File: config.mk
export PLATFORM = sky130hd
export DESIGN_NAME = binary_corner_point_search_core
export DESIGN_NICKNAME = d
export VERILOG_FILES = /design/src/rtl/bcps_pkg.sv /design/src/rtl/binary_corner_point_search_core.sv /design/src/rtl/bcps_front.sv /design/src/rtl/bcps_row_queue.sv /design/src/rtl/bcps_back.sv
export SDC_FILE = /design/constraint.sdc
export NUM_CORES = 1
export LEC_CHECK = 0
export BUFFER_PORTS_ARGS = -buffer_cell sky130_fd_sc_hd__buf_4
export CAP_MARGIN = 30
export CORE_MARGIN = 1
export CORE_UTILIZATION = 45
export DETAILED_ROUTE_END_ITERATION = 12
export HOLD_SLACK_MARGIN = 0.12
export PLACE_DENSITY_LB_ADDON = 0.12
export SLEW_MARGIN = 20
export SYNTH_ARGS = -nofsm -noshare
export SYNTH_HDL_FRONTEND = slang
export SYNTH_SLANG_ARGS = --single-unit
File: constraint.sdc
create_clock -name clk -period 7.5 [get_ports clk]
set_input_delay 1.5 -clock clk [delete_from_list [all_inputs] [get_ports clk]]
set_output_delay 1.5 -clock clk [all_outputs]
set_load 0.01 [all_outputs]
File: src/rtl/bcps_pkg.sv
// shared types, constants and helpers for the binary corner point search core
package bcps_pkg;

	// field and counter widths
	localparam int MAX_DIM = 4096;
	localparam int COORD_W = 12;
	localparam int DIM_W = 13;
	localparam int DIST_W = 26;
	localparam int GRAY_W = 8;
	localparam int MODE_W = 2;

	// row queue size
	localparam int QUEUE_DEPTH = 4;
	localparam int QUEUE_AW = $clog2(QUEUE_DEPTH);
	localparam int QUEUE_CW = $clog2(QUEUE_DEPTH + 1);

	// configuration register reset values
	localparam logic [GRAY_W-1:0] THRESHOLD_RESET = 8'd150;
	localparam logic [DIM_W-1:0] DIM_RESET = 13'd64;

	// configuration register indexes
	localparam logic [1:0] REG_THRESHOLD = 2'd0;
	localparam logic [1:0] REG_MODE = 2'd1;
	localparam logic [1:0] REG_WIDTH = 2'd2;
	localparam logic [1:0] REG_HEIGHT = 2'd3;

	// corner selection
	typedef enum logic [MODE_W-1:0] {
		CORNER_TOP_LEFT = 2'd0,
		CORNER_TOP_RIGHT = 2'd1,
		CORNER_BOTTOM_RIGHT = 2'd2,
		CORNER_BOTTOM_LEFT = 2'd3
	} corner_mode_t;

	// live configuration, sizes already clamped to 1..MAX_DIM
	typedef struct packed {
		logic [GRAY_W-1:0] threshold;
		corner_mode_t mode;
		logic [DIM_W-1:0] width;
		logic [DIM_W-1:0] height;
	} cfg_t;

	// one finished row handed from the front to the back
	typedef struct packed {
		logic [COORD_W-1:0] col;
		logic [COORD_W-1:0] row;
		logic cand;
		logic last;
	} row_rec_t;

	// a size of zero acts as one, above the maximum acts as the maximum
	function automatic logic [DIM_W-1:0] clamp_dim(input logic [DIM_W-1:0] v);
		logic [DIM_W-1:0] r;
		if (v == '0) begin
			r = DIM_W'(1);
		end else if (v > DIM_W'(MAX_DIM)) begin
			r = DIM_W'(MAX_DIM);
		end else begin
			r = v;
		end
		return r;
	endfunction

	function automatic logic is_right(input corner_mode_t m);
		return (m == CORNER_TOP_RIGHT) || (m == CORNER_BOTTOM_RIGHT);
	endfunction

	function automatic logic is_bottom(input corner_mode_t m);
		return (m == CORNER_BOTTOM_RIGHT) || (m == CORNER_BOTTOM_LEFT);
	endfunction

endpackage

File: src/rtl/binary_corner_point_search_core.sv
// top level of the binary corner point search core: register file and wiring
//
//  channel   direction  request contents
//  s_axis    in         one gray pixel of the tile, raster order
//  m_axis    out        one corner result per tile
//  apb       in/out     threshold, corner mode, tile width, tile height
//
// One pixel is taken every cycle. A row end with a candidate, or one closing the
// tile, passes into a four-row queue, and the back end clears one row a cycle
// through a distance pipeline of offset and square stages. A stalled result
// holds the back end; the front stalls only on a row end with the queue full.
// Reset needs no clearing pass: the block takes pixels straight out of reset.
module binary_corner_point_search_core (
	input  logic clk,
	input  logic arst_n,
	// pixel input
	input  logic s_tvalid,
	output logic s_tready,
	input  logic [7:0] s_tdata,   // [7:0] gray_level
	// result output
	output logic m_tvalid,
	input  logic m_tready,
	output logic [55:0] m_tdata,  // [0] corner_found, [12:1] corner_x,
	                              // [24:13] corner_y, [50:25] corner_distance
	// configuration
	input  logic psel,
	input  logic penable,
	input  logic pwrite,
	input  logic [3:0] paddr,
	input  logic [31:0] pwdata,
	output logic [31:0] prdata,
	output logic pready
);
	import bcps_pkg::*;

	logic [GRAY_W-1:0] threshold_q;
	corner_mode_t mode_q;
	logic [DIM_W-1:0] width_q;
	logic [DIM_W-1:0] height_q;
	cfg_t cfg;
	logic wr_en;
	logic [1:0] reg_idx;

	logic push;
	row_rec_t push_rec;
	logic queue_full;
	logic pop;
	row_rec_t pop_rec;
	logic queue_empty;

	logic corner_found;
	logic [COORD_W-1:0] corner_x;
	logic [COORD_W-1:0] corner_y;
	logic [DIST_W-1:0] corner_distance;

	assign pready = 1'b1;
	assign wr_en = psel && penable && pwrite;
	assign reg_idx = paddr[3:2];

	// register writes
	always_ff @(posedge clk or negedge arst_n) begin
		if (!arst_n) begin
			threshold_q <= THRESHOLD_RESET;
			mode_q <= CORNER_TOP_LEFT;
			width_q <= DIM_RESET;
			height_q <= DIM_RESET;
		end else if (wr_en) begin
			unique case (reg_idx)
				REG_THRESHOLD: threshold_q <= pwdata[GRAY_W-1:0];
				REG_MODE: mode_q <= corner_mode_t'(pwdata[MODE_W-1:0]);
				REG_WIDTH: width_q <= pwdata[DIM_W-1:0];
				REG_HEIGHT: height_q <= pwdata[DIM_W-1:0];
				default: ;
			endcase
		end
	end

	// register reads
	always_comb begin
		unique case (reg_idx)
			REG_THRESHOLD: prdata = {{(32-GRAY_W){1'b0}}, threshold_q};
			REG_MODE: prdata = {{(32-MODE_W){1'b0}}, mode_q};
			REG_WIDTH: prdata = {{(32-DIM_W){1'b0}}, width_q};
			REG_HEIGHT: prdata = {{(32-DIM_W){1'b0}}, height_q};
			default: prdata = '0;
		endcase
	end

	// working configuration with clamped sizes
	assign cfg = '{threshold: threshold_q, mode: mode_q,
		width: clamp_dim(width_q), height: clamp_dim(height_q)};

	bcps_front u_front (
		.clk(clk),
		.arst_n(arst_n),
		.cfg(cfg),
		.s_tvalid(s_tvalid),
		.s_tready(s_tready),
		.gray_level(s_tdata),
		.queue_full(queue_full),
		.push(push),
		.push_rec(push_rec)
	);

	bcps_row_queue u_queue (
		.clk(clk),
		.arst_n(arst_n),
		.push(push),
		.push_rec(push_rec),
		.full(queue_full),
		.pop(pop),
		.pop_rec(pop_rec),
		.empty(queue_empty)
	);

	bcps_back u_back (
		.clk(clk),
		.arst_n(arst_n),
		.cfg(cfg),
		.queue_empty(queue_empty),
		.pop_rec(pop_rec),
		.pop(pop),
		.m_tvalid(m_tvalid),
		.m_tready(m_tready),
		.corner_found(corner_found),
		.corner_x(corner_x),
		.corner_y(corner_y),
		.corner_distance(corner_distance)
	);

	// result packing, padded to whole bytes
	assign m_tdata = {5'd0, corner_distance, corner_y, corner_x, corner_found};

endmodule

File: src/rtl/bcps_front.sv
// front end: pixel counting, dark test and per-row candidate selection
module bcps_front (
	input  logic clk,
	input  logic arst_n,
	input  bcps_pkg::cfg_t cfg,
	input  logic s_tvalid,
	output logic s_tready,
	input  logic [bcps_pkg::GRAY_W-1:0] gray_level,
	input  logic queue_full,
	output logic push,
	output bcps_pkg::row_rec_t push_rec
);
	import bcps_pkg::*;

	logic [COORD_W-1:0] column_q;
	logic [COORD_W-1:0] row_q;
	logic [COORD_W-1:0] cand_col_q;
	logic cand_valid_q;

	logic dark;
	logic take_pix;
	logic row_end;
	logic tile_end;
	logic accept;
	logic [COORD_W-1:0] cand_col_n;
	logic cand_valid_n;

	// pixel classification and candidate choice
	always_comb begin
		dark = gray_level <= cfg.threshold;
		take_pix = dark && (is_right(cfg.mode) || !cand_valid_q);
		cand_col_n = take_pix ? column_q : cand_col_q;
		cand_valid_n = cand_valid_q || dark;
		row_end = ({1'b0, column_q} + DIM_W'(1)) >= cfg.width;
		tile_end = ({1'b0, row_q} + DIM_W'(1)) >= cfg.height;
	end

	// stall only a row-ending pixel when the queue is full
	assign s_tready = !queue_full || !row_end;
	assign accept = s_tvalid && s_tready;

	// rows without a candidate are dropped unless they close the tile
	assign push = accept && row_end && (cand_valid_n || tile_end);
	assign push_rec = '{col: cand_col_n, row: row_q, cand: cand_valid_n, last: tile_end};

	// position counters and row candidate
	always_ff @(posedge clk or negedge arst_n) begin
		if (!arst_n) begin
			column_q <= '0;
			row_q <= '0;
			cand_col_q <= '0;
			cand_valid_q <= 1'b0;
		end else if (accept) begin
			if (row_end) begin
				column_q <= '0;
				cand_col_q <= '0;
				cand_valid_q <= 1'b0;
				row_q <= tile_end ? '0 : row_q + COORD_W'(1);
			end else begin
				column_q <= column_q + COORD_W'(1);
				cand_col_q <= cand_col_n;
				cand_valid_q <= cand_valid_n;
			end
		end
	end

endmodule

File: src/rtl/bcps_row_queue.sv
// small queue of finished rows between the front and the back
module bcps_row_queue (
	input  logic clk,
	input  logic arst_n,
	input  logic push,
	input  bcps_pkg::row_rec_t push_rec,
	output logic full,
	input  logic pop,
	output bcps_pkg::row_rec_t pop_rec,
	output logic empty
);
	import bcps_pkg::*;

	row_rec_t mem [QUEUE_DEPTH];
	logic [QUEUE_AW-1:0] wr_ptr_q;
	logic [QUEUE_AW-1:0] rd_ptr_q;
	logic [QUEUE_CW-1:0] count_q;
	logic do_push;
	logic do_pop;

	assign full = count_q == QUEUE_CW'(QUEUE_DEPTH);
	assign empty = count_q == '0;
	assign do_push = push && !full;
	assign do_pop = pop && !empty;
	assign pop_rec = mem[rd_ptr_q];

	// entry storage
	always_ff @(posedge clk) begin
		if (do_push) begin
			mem[wr_ptr_q] <= push_rec;
		end
	end

	// pointers and fill count
	always_ff @(posedge clk or negedge arst_n) begin
		if (!arst_n) begin
			wr_ptr_q <= '0;
			rd_ptr_q <= '0;
			count_q <= '0;
		end else begin
			if (do_push) begin
				wr_ptr_q <= wr_ptr_q + QUEUE_AW'(1);
			end
			if (do_pop) begin
				rd_ptr_q <= rd_ptr_q + QUEUE_AW'(1);
			end
			if (do_push && !do_pop) begin
				count_q <= count_q + QUEUE_CW'(1);
			end else if (do_pop && !do_push) begin
				count_q <= count_q - QUEUE_CW'(1);
			end
		end
	end

endmodule

File: src/rtl/bcps_back.sv
// back end: row distance pipeline, best-row tracking and result register
module bcps_back (
	input  logic clk,
	input  logic arst_n,
	input  bcps_pkg::cfg_t cfg,
	input  logic queue_empty,
	input  bcps_pkg::row_rec_t pop_rec,
	output logic pop,
	output logic m_tvalid,
	input  logic m_tready,
	output logic corner_found,
	output logic [bcps_pkg::COORD_W-1:0] corner_x,
	output logic [bcps_pkg::COORD_W-1:0] corner_y,
	output logic [bcps_pkg::DIST_W-1:0] corner_distance
);
	import bcps_pkg::*;

	// stage 1: offsets to the corner point
	logic valid_s1;
	row_rec_t rec_s1;
	logic [DIM_W-1:0] dx_s1;
	logic [DIM_W-1:0] dy_s1;
	// stage 2: squared offsets
	logic valid_s2;
	row_rec_t rec_s2;
	logic [DIST_W-1:0] sqx_s2;
	logic [DIST_W-1:0] sqy_s2;
	// tile best
	logic [DIST_W-1:0] best_dist_q;
	logic [COORD_W-1:0] best_x_q;
	logic [COORD_W-1:0] best_y_q;
	logic any_found_q;
	// result register
	logic out_valid_q;
	logic found_q;
	logic [COORD_W-1:0] x_q;
	logic [COORD_W-1:0] y_q;
	logic [DIST_W-1:0] dist_q;

	logic adv;
	logic emit;
	logic [DIST_W-1:0] row_dist;
	logic take;
	logic [DIST_W-1:0] nb_dist;
	logic [COORD_W-1:0] nb_x;
	logic [COORD_W-1:0] nb_y;
	logic nb_found;
	logic [DIM_W-1:0] dx_n;
	logic [DIM_W-1:0] dy_n;

	// hold the whole pipeline while a tile result cannot be placed
	assign adv = !(valid_s2 && rec_s2.last && out_valid_q && !m_tready);
	assign pop = adv && !queue_empty;
	assign emit = valid_s2 && rec_s2.last && adv;

	// offsets, corner point picked by the mode
	always_comb begin
		dx_n = is_right(cfg.mode) ? cfg.width - {1'b0, pop_rec.col} : {1'b0, pop_rec.col};
		dy_n = is_bottom(cfg.mode) ? cfg.height - {1'b0, pop_rec.row} : {1'b0, pop_rec.row};
	end

	// distance compare and best update, ties kept by the older row in bottom right
	always_comb begin
		row_dist = sqx_s2 + sqy_s2;
		if (!rec_s2.cand) begin
			take = 1'b0;
		end else if (!any_found_q) begin
			take = 1'b1;
		end else if (cfg.mode == CORNER_BOTTOM_RIGHT) begin
			take = row_dist < best_dist_q;
		end else begin
			take = row_dist <= best_dist_q;
		end
		nb_dist = take ? row_dist : best_dist_q;
		nb_x = take ? rec_s2.col : best_x_q;
		nb_y = take ? rec_s2.row : best_y_q;
		nb_found = any_found_q || take;
	end

	// pipeline valids, best state and result valid
	always_ff @(posedge clk or negedge arst_n) begin
		if (!arst_n) begin
			valid_s1 <= 1'b0;
			valid_s2 <= 1'b0;
			best_dist_q <= '1;
			best_x_q <= '0;
			best_y_q <= '0;
			any_found_q <= 1'b0;
			out_valid_q <= 1'b0;
		end else begin
			if (adv) begin
				valid_s1 <= pop;
				valid_s2 <= valid_s1;
			end
			if (emit) begin
				best_dist_q <= '1;
				best_x_q <= '0;
				best_y_q <= '0;
				any_found_q <= 1'b0;
			end else if (valid_s2 && adv) begin
				best_dist_q <= nb_dist;
				best_x_q <= nb_x;
				best_y_q <= nb_y;
				any_found_q <= nb_found;
			end
			if (emit) begin
				out_valid_q <= 1'b1;
			end else if (m_tready) begin
				out_valid_q <= 1'b0;
			end
		end
	end

	// pipeline payload and result fields
	always_ff @(posedge clk) begin
		if (adv) begin
			rec_s1 <= pop_rec;
			dx_s1 <= dx_n;
			dy_s1 <= dy_n;
			rec_s2 <= rec_s1;
			sqx_s2 <= dx_s1 * dx_s1;
			sqy_s2 <= dy_s1 * dy_s1;
		end
		if (emit) begin
			found_q <= nb_found;
			x_q <= nb_found ? nb_x : '0;
			y_q <= nb_found ? nb_y : '0;
			dist_q <= nb_found ? nb_dist : '0;
		end
	end

	assign m_tvalid = out_valid_q;
	assign corner_found = found_q;
	assign corner_x = x_q;
	assign corner_y = y_q;
	assign corner_distance = dist_q;

endmodule

# After elaboration in Yosys (flattened, before gate mapping)
# Memory sizes are Yosys's and may differ from the RTL's.
# Cells that the tools add are included.
dict set report op_classes {
  add_sub_neg 11
  multipliers 2
  n_lt_le_gt_ge 7
  n_eq_ne 7
  n_mux 32
  reduce_logical 43
}
# cell count
set ops {}
lappend ops {{12-bit two-way mux} 12}
lappend ops {{32-bit case mux with 4 select lines} 1}
lappend ops {{26-bit two-way mux} 3}
lappend ops {{13-bit by 13-bit multiplier with 26-bit output} 2}
lappend ops {{13-bit two-way mux} 4}
lappend ops {{12-bit by 1-bit adder with 13-bit output, second input constant} 2}
lappend ops {{26-bit adder} 1}
lappend ops {{13-bit >= comparator} 2}
lappend ops {{13-bit > comparator, second input constant} 2}
lappend ops {{26-bit <= comparator} 1}
lappend ops {{13-bit logical NOT} 2}
lappend ops {{26-bit less-than comparator} 1}
lappend ops {{13-bit by 12-bit subtractor with 13-bit output} 2}
lappend ops {{12-bit by 1-bit adder with 12-bit output, second input constant} 2}
lappend ops {{1-bit logical AND} 16}
lappend ops {{1-bit two-way mux} 10}
lappend ops {{2-bit AND reduction} 5}
lappend ops {{2-bit equality test, second input constant} 4}
lappend ops {{8-bit <= comparator} 1}
lappend ops {{1-bit logical NOT} 8}
lappend ops {{1-bit logical OR} 7}
lappend ops {{3-bit two-way mux} 2}
lappend ops {{2-bit nonzero test} 3}
lappend ops {{2-bit by 1-bit adder with 2-bit output, second input constant} 2}
lappend ops {{6 further kinds} 7}
dict set report word_totals {
  reg_bits 315
  ram_bits 104
  output_inout_bits 91
  elab_cells 139
  memories 1
}
# memory depth width rd rd_ports_with_merged_regs write_ports line_no
set mem_list {}
lappend mem_list {u_queue.mem 4 26 1 0 1 bcps_row_queue.sv:14} ;# row_rec_t mem [QUEUE_DEPTH];

# Longest topological paths before layout
# Gate-level depths: netlist of the first run.
dict set report logic_depth {
  depth_word 14
  mapped_depth 25
  ltp_nobuf 23
}

# Cells and area by module
# Synthesis of the first run repeated with hierarchy kept, for this count alone.
dict set report unflattened {
  hier_cells 2669
  area_unflattened_um2 29829.9
}
# mod instances cells_per_inst area_per_inst_um2
set by_module_without_submodules {}
lappend by_module_without_submodules {bcps_back 1 1978 20435.8}
lappend by_module_without_submodules {bcps_row_queue 1 172 4230.3}
lappend by_module_without_submodules {bcps_front 1 346 3035.4}
lappend by_module_without_submodules {binary_corner_point_search_core 1 173 2128.3}

# Worst setup path after synthesis of the first run
# Ideal clock, no wire load.
dict set report synth_timing {
  path_type {input to register}
  from {in m_tready}
  to {reg u_queue.count_q[2]}
  setup_time_ns 0.079
  t_arrival_ns 6.499
  slack_ns 0.922
  cell_stages 10
  path_buffers 0
  path_cell_list {nor2b_1 > nand3_1 > o31a_1 > inv_1 > ha_1 > inv_1 > fa_1 > xor2_1 > nor2_1 > xor2_1}
}
dict set report synth_between {
  elab_chain_len 8
  elab_cells_between_ends 10
  classes_between {mux: 1; reduce/logical: 9}
}
# item line_no
set synth_rtl {}
lappend synth_rtl {{from (decl)} binary_corner_point_search_core.sv:22} ;# input logic m_tready,
lappend synth_rtl {{1-bit logical NOT (*)} bcps_back.sv:52} ;# assign adv = !(valid_s2 && rec_s2.last && out_valid_q && !m_tready);
lappend synth_rtl {{1-bit logical AND (*)} bcps_back.sv:52}
lappend synth_rtl {{1-bit logical NOT (*)} bcps_back.sv:52}
lappend synth_rtl {{1-bit logical AND (*)} bcps_back.sv:53} ;# assign pop = adv && !queue_empty;
lappend synth_rtl {{1-bit logical AND (*)} bcps_row_queue.sv:24} ;# assign do_pop = pop && !empty;
lappend synth_rtl {{1-bit logical NOT} bcps_row_queue.sv:47} ;# if (do_push && !do_pop) begin
lappend synth_rtl {{1-bit logical AND} bcps_row_queue.sv:47}
lappend synth_rtl {{3-bit two-way mux or 2-bit nonzero test (tied branches)} n/a}
lappend synth_rtl {{to (signal assigned)} bcps_row_queue.sv:48} ;# count_q <= count_q + QUEUE_CW'(1);
lappend synth_rtl {{to (signal assigned)} bcps_row_queue.sv:50} ;# count_q <= count_q - QUEUE_CW'(1);
lappend synth_rtl {{to (decl)} bcps_row_queue.sv:17} ;# logic [QUEUE_CW-1:0] count_q;
# Every way passes the cells marked *; elsewhere a longest branch is shown, timed or not.
# A chain may end at the register's enable or synchronous reset.

# Final worst setup path of the first run
dict set report layout_timing {
  from {reg u_back.dy_s1[5]}
  to {reg u_back.sqy_s2[25] (data pin)}
}
dict set report layout_between {
  elab_chain_len 1
}
# item line_no
set layout_rtl {}
lappend layout_rtl {{from (decl)} bcps_back.sv:22} ;# logic [DIM_W-1:0] dy_s1;
lappend layout_rtl {{from (signal assigned)} bcps_back.sv:119} ;# dy_s1 <= dy_n;
lappend layout_rtl {{13-bit by 13-bit multiplier with 26-bit output} bcps_back.sv:122} ;# sqy_s2 <= dy_s1 * dy_s1;
lappend layout_rtl {{to (signal assigned)} bcps_back.sv:122}
lappend layout_rtl {{to (decl)} bcps_back.sv:27} ;# logic [DIST_W-1:0] sqy_s2;
# No other way between the ends.

==> flow_summary.yaml, run 1 <==
logic_synthesis:
  synth_top_area_share_pct: 28.8
  yosysWarnings: 0
  synth_seq_area_share_pct: 40.3
  yosys-top-cells-area: "edfxtp_1 29%, fa_1 13%, ha_1 11%, dfrtp_1 8.7%, inv_1 6.7%"
  synth_top_area_cell: "edfxtp_1"
  syn-cell-area_um2: 29500
  synth_seq_cells: 417
  synth_edf_count: 283
  synthArstFlopShare_pct: 32.1
  ys_types: 72
  avgSynthCellArea_um2: 10.7
  ys.flop_type: "edfxtp_1"
  netlist_instances: 2745
setup_path:
  worst_ep_required_time_ns: 7.84
  r2r_slack_ns: 1.39
  crit_family: "adder cells"
  critPathBufInv: 7
  reg2regPathDepth: 23
  path_common_cell: "inv_1"
  worstPathArrival_ns: 6.46
  slowest_stage: "edfxtp_1"
  worstPathMaxFanout: 12
  critPathKind: "flip-flop to flip-flop"
  endpoint_kind: "flip-flop"
  r2r-start: "u_back.dy_s1[5]"
  rr_endpoint: "u_back.sqy_s2[25]"
  critPathLaunchType: "flip-flop"
  cp_slowest_stage_delay_ns: 0.76
  crit_chain: "inv_1 > nor2_1 > inv_1 > fa_1 > inv_1 > fa_1 > inv_1 > fa_1 > inv_1 > fa_1 > inv_1 > fa_1 > inv_1 > ha_1 > nand3_1 > a211oi_1 > o211ai_1 > o211ai_1 > nor2b_1 > nor2_1 > a21oi_1 > o21ai_0 > xnor2_1"
clock_network:
  cts_buffers: 46
  clk_path_buf_depth: 3
  clkTransAtPathRegs_ns: 0.06
  cts.sinks: 417
  post_cts_buffers: 0
  cts_root_buf: "clkbuf_16"
  ctsResizeCount: 0
  insertion_delay_ns: 0.60
  cts_tree: "done"
  htreeDepth: 2
  holdBufCountCts: 0
grt:
  grt_max_degree: 90
  first_global_vias: 19800
  antenna_found_initial: 1
  grt_pass1_wl_um: 100000
  grt_usage_pct: 18.9
  grt.overflow.total: 0
timing:
  setup-violations-final: 0
  hold_viol: 0
  post-route-period-util_pct: 81.5
  skew_ns: 0.0320
  worstMarginPinSlew_ns: 0.859
  relSlewSlack_pct: 42.6
  fmax_mhz: 164
  period_needed_ns: 6.11
  rsz0062_at_grt: "no"
  slew_viol_final: 0
  final.setup.tns_ns: 0
routing:
  avgRoutedWirePerCell_um: 16.5
  via_per_inst: 5.10
  vias: 18900
  drtPass1Iterations: 5
  antenna_left: 0
  wl_um: 61100
  route.detailed.drc: 0
  drt_iter0_drc: 965
hold_path:
  min_from: "u_back.rec_s1[0]"
  holdPathEnd: "u_back.rec_s2[0]"
  holdPathStages: 0
  hold_class: "flip-flop to flip-flop"
die:
  io-pin-count: 142
  die_y_um: 258
  die_w_um: 258
  die_area_um2: 66500
  initial_utilization_pct: 45.6
  core_area_um2: 64600
  rows: 93
layout:
  layout_common_cells: "528 x inv_1, 283 x edfxtp_1, 254 x ha_1"
  drive_gt1_share_pct: 11.6
  layout.nets: 3322
  final_common_cell: "inv_1"
  synthToLayoutAreaGrowth_pct: 10.6
  fillers: 5813
  n_antenna_cell: 0
placement:
  place.gp.congestion: 0.828
  numPortBuffers: 95
  dp_hpwl_um: 46500
flow_run:
  max-cap-violations: 0
status:
  outcome: "finished clean"
per-stage QoR:
step	hold slack, ns	area (µm²)	instances	setup slack (ns)	utilization [%]
after detailed placement	0.405	31000	3625	1.39	48.0
after floorplan	0.400	29600	2768	0.922	-
after CTS	0.416	32500	3711	1.36	50.4
after global routing	0.428	32600	3714	0.958	50.5
after global placement	0.400	31000	3624	1.48	48.0
final	0.417	32600	3714	1.39	50.5
cell families (layout without fill, tap and decap cells):
| group | Yosys count | count (layout) | share of synthesized area (%) |
|---|---|---|---|
| buffers and inverters | 642 | 733 | 8.57 |
| XOR/XNOR | 116 | 116 | 3.50 |
| multiplexers | 128 | 128 | 5.75 |
| AND/OR/NAND/NOR | 601 | 601 | 9.46 |
| other | 2 | 25 | 0.0255 |
| flip-flops | 417 | 417 | 40.3 |
| AO/OA/AOI/OAI | 389 | 389 | 8.25 |
| adder cells (fa/ha/maj) | 450 | 450 | 24.1 |
synth_stat cells, drive strengths merged, types with 3 or more instances:
master,n
buf,46
nand4,10
a21oi,73
and2,60
nor3,11
nand2b,15
a2111oi,3
a31oi,27
a21boi,4
ha,254
nand2,224
inv,529
clkbuf,67
mux2i,49
xor2,43
edfxtp,283
dfrtp,102
fa,196
o211ai,9
a211oi,12
a21o,49
dfstp,32
a221o,3
mux2,51
o21a,8
or3,4
nor2,139
nor2b,28
nor4,4
xnor2,73
mux4,28
o21bai,21
o21ai,145
o31ai,5
a22o,7
or2,15
and3,20
nand3,60
nor3b,4
a31o,5
worst max-delay path by stage:
stage,from,endpoint,slack (ns),depth (start not counted)
after floorplan,m_tready,u_queue.count_q[2],0.92,10
after global placement,u_back.dy_s1[5],u_back.sqy_s2[24],1.48,21
after detailed placement,u_back.dy_s1[5],u_back.sqy_s2[25],1.39,23
after CTS,u_back.dy_s1[5],u_back.sqy_s2[25],1.36,23
after global routing,u_back.dy_s1[5],u_back.sqy_s2[25],0.96,23
final,u_back.dy_s1[5],u_back.sqy_s2[25],1.39,23
layout make-up:
cell class,count,area [µm²],share of cell area (%)
inverters,529,1990,6.09
clock inverters,28,279,0.856
flip-flops and latches,417,11900,36.5
multi-input cells,1709,15200,46.6
well taps,855,1070,3.28
repair buffers,118,946,2.90
clock buffers,58,1240,3.80
flip-flops by register name, summed over array words and instances, names as in the netlist, 3 cells and up:
signal / count
u_queue.mem: 104
u_back.best_dist_q: 26
u_back.corner_distance: 26
u_back.rec_s1: 26
u_back.rec_s2: 26
u_back.sqx_s2: 25
u_back.sqy_s2: 25
height_q: 13
u_back.dx_s1: 13
u_back.dy_s1: 13
width_q: 13
u_back.best_x_q: 12
u_back.best_y_q: 12
u_back.corner_x: 12
u_back.corner_y: 12
u_front.cand_col_q: 12
u_front.column_q: 12
u_front.row_q: 12
threshold_q: 8
u_queue.count_q: 3
per-layer routing:
metal	GRT usage (%)	up-vias	part of all wire [%]
met1	24.0	9248	44
li1	-	9190	-
met4	7.59	2	3.6
met2	32.3	364	48
met3	3.24	122	4.7
met5	0	-	0.028
Power of run 1 is not shown: default switching activity piles up to over one toggle a cycle in this logic, so the estimate is an artifact.
==> inputs of run 2 (changes only) <==
clock period = 6 ns   (was 7.5 ns; I/O delays follow)
==> flow_summary.yaml, run 2 (synthesis gave the netlist of run 1 again) <==
status:
  outcome: "finished clean"
timing:
  slew_viol_final: 0
  hold_viol: 0
  relSlewSlack_pct: 39.9
  fin_hold_ws_ns: 0.399
  fmax_mhz: 174
  skew_ns: 0.0381
  worstMarginPinSlew_ns: 0.902
  setup-violations-final: 0
  period_needed_ns: 5.75
  post-route-period-util_pct: 95.8
layout:
  largest_reg_flops: 104
  layout_common_cells: "527 x inv_1, 283 x edfxtp_1, 254 x ha_1"
  fillers: 5736
  regMostFlops: "u_queue.mem"
  layout.nets: 3382
  drive_gt1_share_pct: 13.7
  synthToLayoutAreaGrowth_pct: 12.9
  final_common_cell: "inv_1"
  postLayoutCoreUtil_pct: 51.5
grt:
  antenna_found_initial: 2
  grt_pass1_wl_um: 102000
  grt_max_degree: 83
  first_global_vias: 19900
  grt.overflow.total: 0
  grt_usage_pct: 19.2
die:
  io-pin-count: 142
  die_area_um2: 66500
  die_y_um: 258
  initial_utilization_pct: 45.6
  rows: 93
  die_w_um: 258
  core_area_um2: 64600
routing:
  via_per_inst: 5.05
  vias: 19100
  antenna_left: 0
  wl_um: 62400
  avgRoutedWirePerCell_um: 16.5
  drtPass1Iterations: 5
  route.detailed.drc: 0
  drt_iter0_drc: 833
clock_network:
  cts_buffers: 46
  htreeDepth: 2
  insertion_delay_ns: 0.61
  cts.sinks: 417
  clk_path_buf_depth: 3
  holdBufCountCts: 0
  cts_tree: "done"
  cts_root_buf: "clkbuf_16"
  clkTransAtPathRegs_ns: 0.06
hold_path:
  hold_class: "flip-flop to flip-flop"
  holdPathEnd: "u_back.rec_s2[1]"
  holdPathStages: 0
  min_from: "u_back.rec_s1[1]"
setup_path:
  reg2regPathDepth: 21
  startpoint: "u_back.dx_s1[5]"
  worst_ep_required_time_ns: 6.32
  r2r_slack_ns: 0.25
  critPathKind: "flip-flop to flip-flop"
  r2r-start: "u_back.dx_s1[5]"
  worstPathMaxFanout: 6
  worstPathArrival_ns: 6.07
  rr_endpoint: "u_back.sqx_s2[25]"
  endpoint_kind: "flip-flop"
  critPathLaunchType: "flip-flop"
placement:
  numPortBuffers: 95
  dp_hpwl_um: 48200
  place.gp.congestion: 0.839
flow_run:
  max-cap-violations: 0
-- run 2: cell count changes in the layout (fill, tap and decap cells not counted), moves of 2 or more --
| cell | delta |
|---|---|
| a211oi_1 | -2 |
| a211oi_2 | +2 |
| inv_6 | -2 |
| bufinv_16 | +6 |
| clkbuf_8 | +3 |
| o21ai_1 | +2 |
| buf_12 | +5 |
| clkbuf_1 | -2 |
| o21ai_0 | -2 |
| clkinv_2 | -3 |
| buf_4 | +57 |
-- run 2: metal layers --
| layer | routed length [µm] | GRT usage (%) |
|---|---|---|
| met5 | 13 | 0 |
| met3 | 2490 | 3.06 |
| met2 | 30800 | 33.5 |
| met4 | 1540 | 5.56 |
| met1 | 27500 | 24.7 |
-- run 2: cell type report --
class,count,area [µm²],share of cell area [%]
timing repair buffer,178,1440,4.31
clock buffer,59,1270,3.82
sequential,417,11900,35.7
clock inverter,26,410,1.23
inverter,529,1990,5.98
antenna,1,2.50,0.00752
multi-input combinational,1709,15200,45.7
tap,855,1070,3.21
-- run 2: through the flow --
stage	setup WS, ns	cells	TNS (ns)	area [µm²]
2_1_floorplan	0.545	2768	0	29600
3_3_place_gp	0.159	3657	0	31300
3_5_place_dp	0.0826	3657	0	31300
4_1_cts	0.0656	3742	0	33000
5_1_grt	-0.00188	3773	-0.00188	33300
6_report	0.251	3774	0	33300
-- run 2: how the worst max path moves through the flow --
stage	end	slack (ns)	depth (start not counted)
after floorplan	u_back.sqx_s2[25]	0.55	20
after detailed placement	u_back.sqy_s2[25]	0.08	23
final	u_back.sqx_s2[25]	0.25	21
after CTS	u_back.sqy_s2[25]	0.07	23
after global routing	u_back.sqy_s2[25]	-0.002	20
after global placement	u_back.sqy_s2[24]	0.16	20
-- run 2: critical path: stages, from the launching register on --
cell and delay, ns:
edfxtp_1 0.50, buf_4 0.23, clkinvlp_4 0.13, nor2_1 0.10
fa_1 0.52, inv_1 0.06, fa_1 0.51, inv_1 0.06
fa_1 0.44, fa_1 0.51, inv_1 0.05, fa_1 0.48
inv_1 0.04, ha_1 0.34, a21o_1 0.21, a21o_1 0.17
a21oi_1 0.13, inv_1 0.07, a2111o_1 0.42, a31o_2 0.25
a21oi_1 0.17, xnor2_1 0.09
-- run 2: what timing repair did --
item,in CTS,in global routing
setup buffers,0,29
resized for setup,0,8
endpoints found under the setup margin,0,7
Power of run 2 is left out for the same reason.
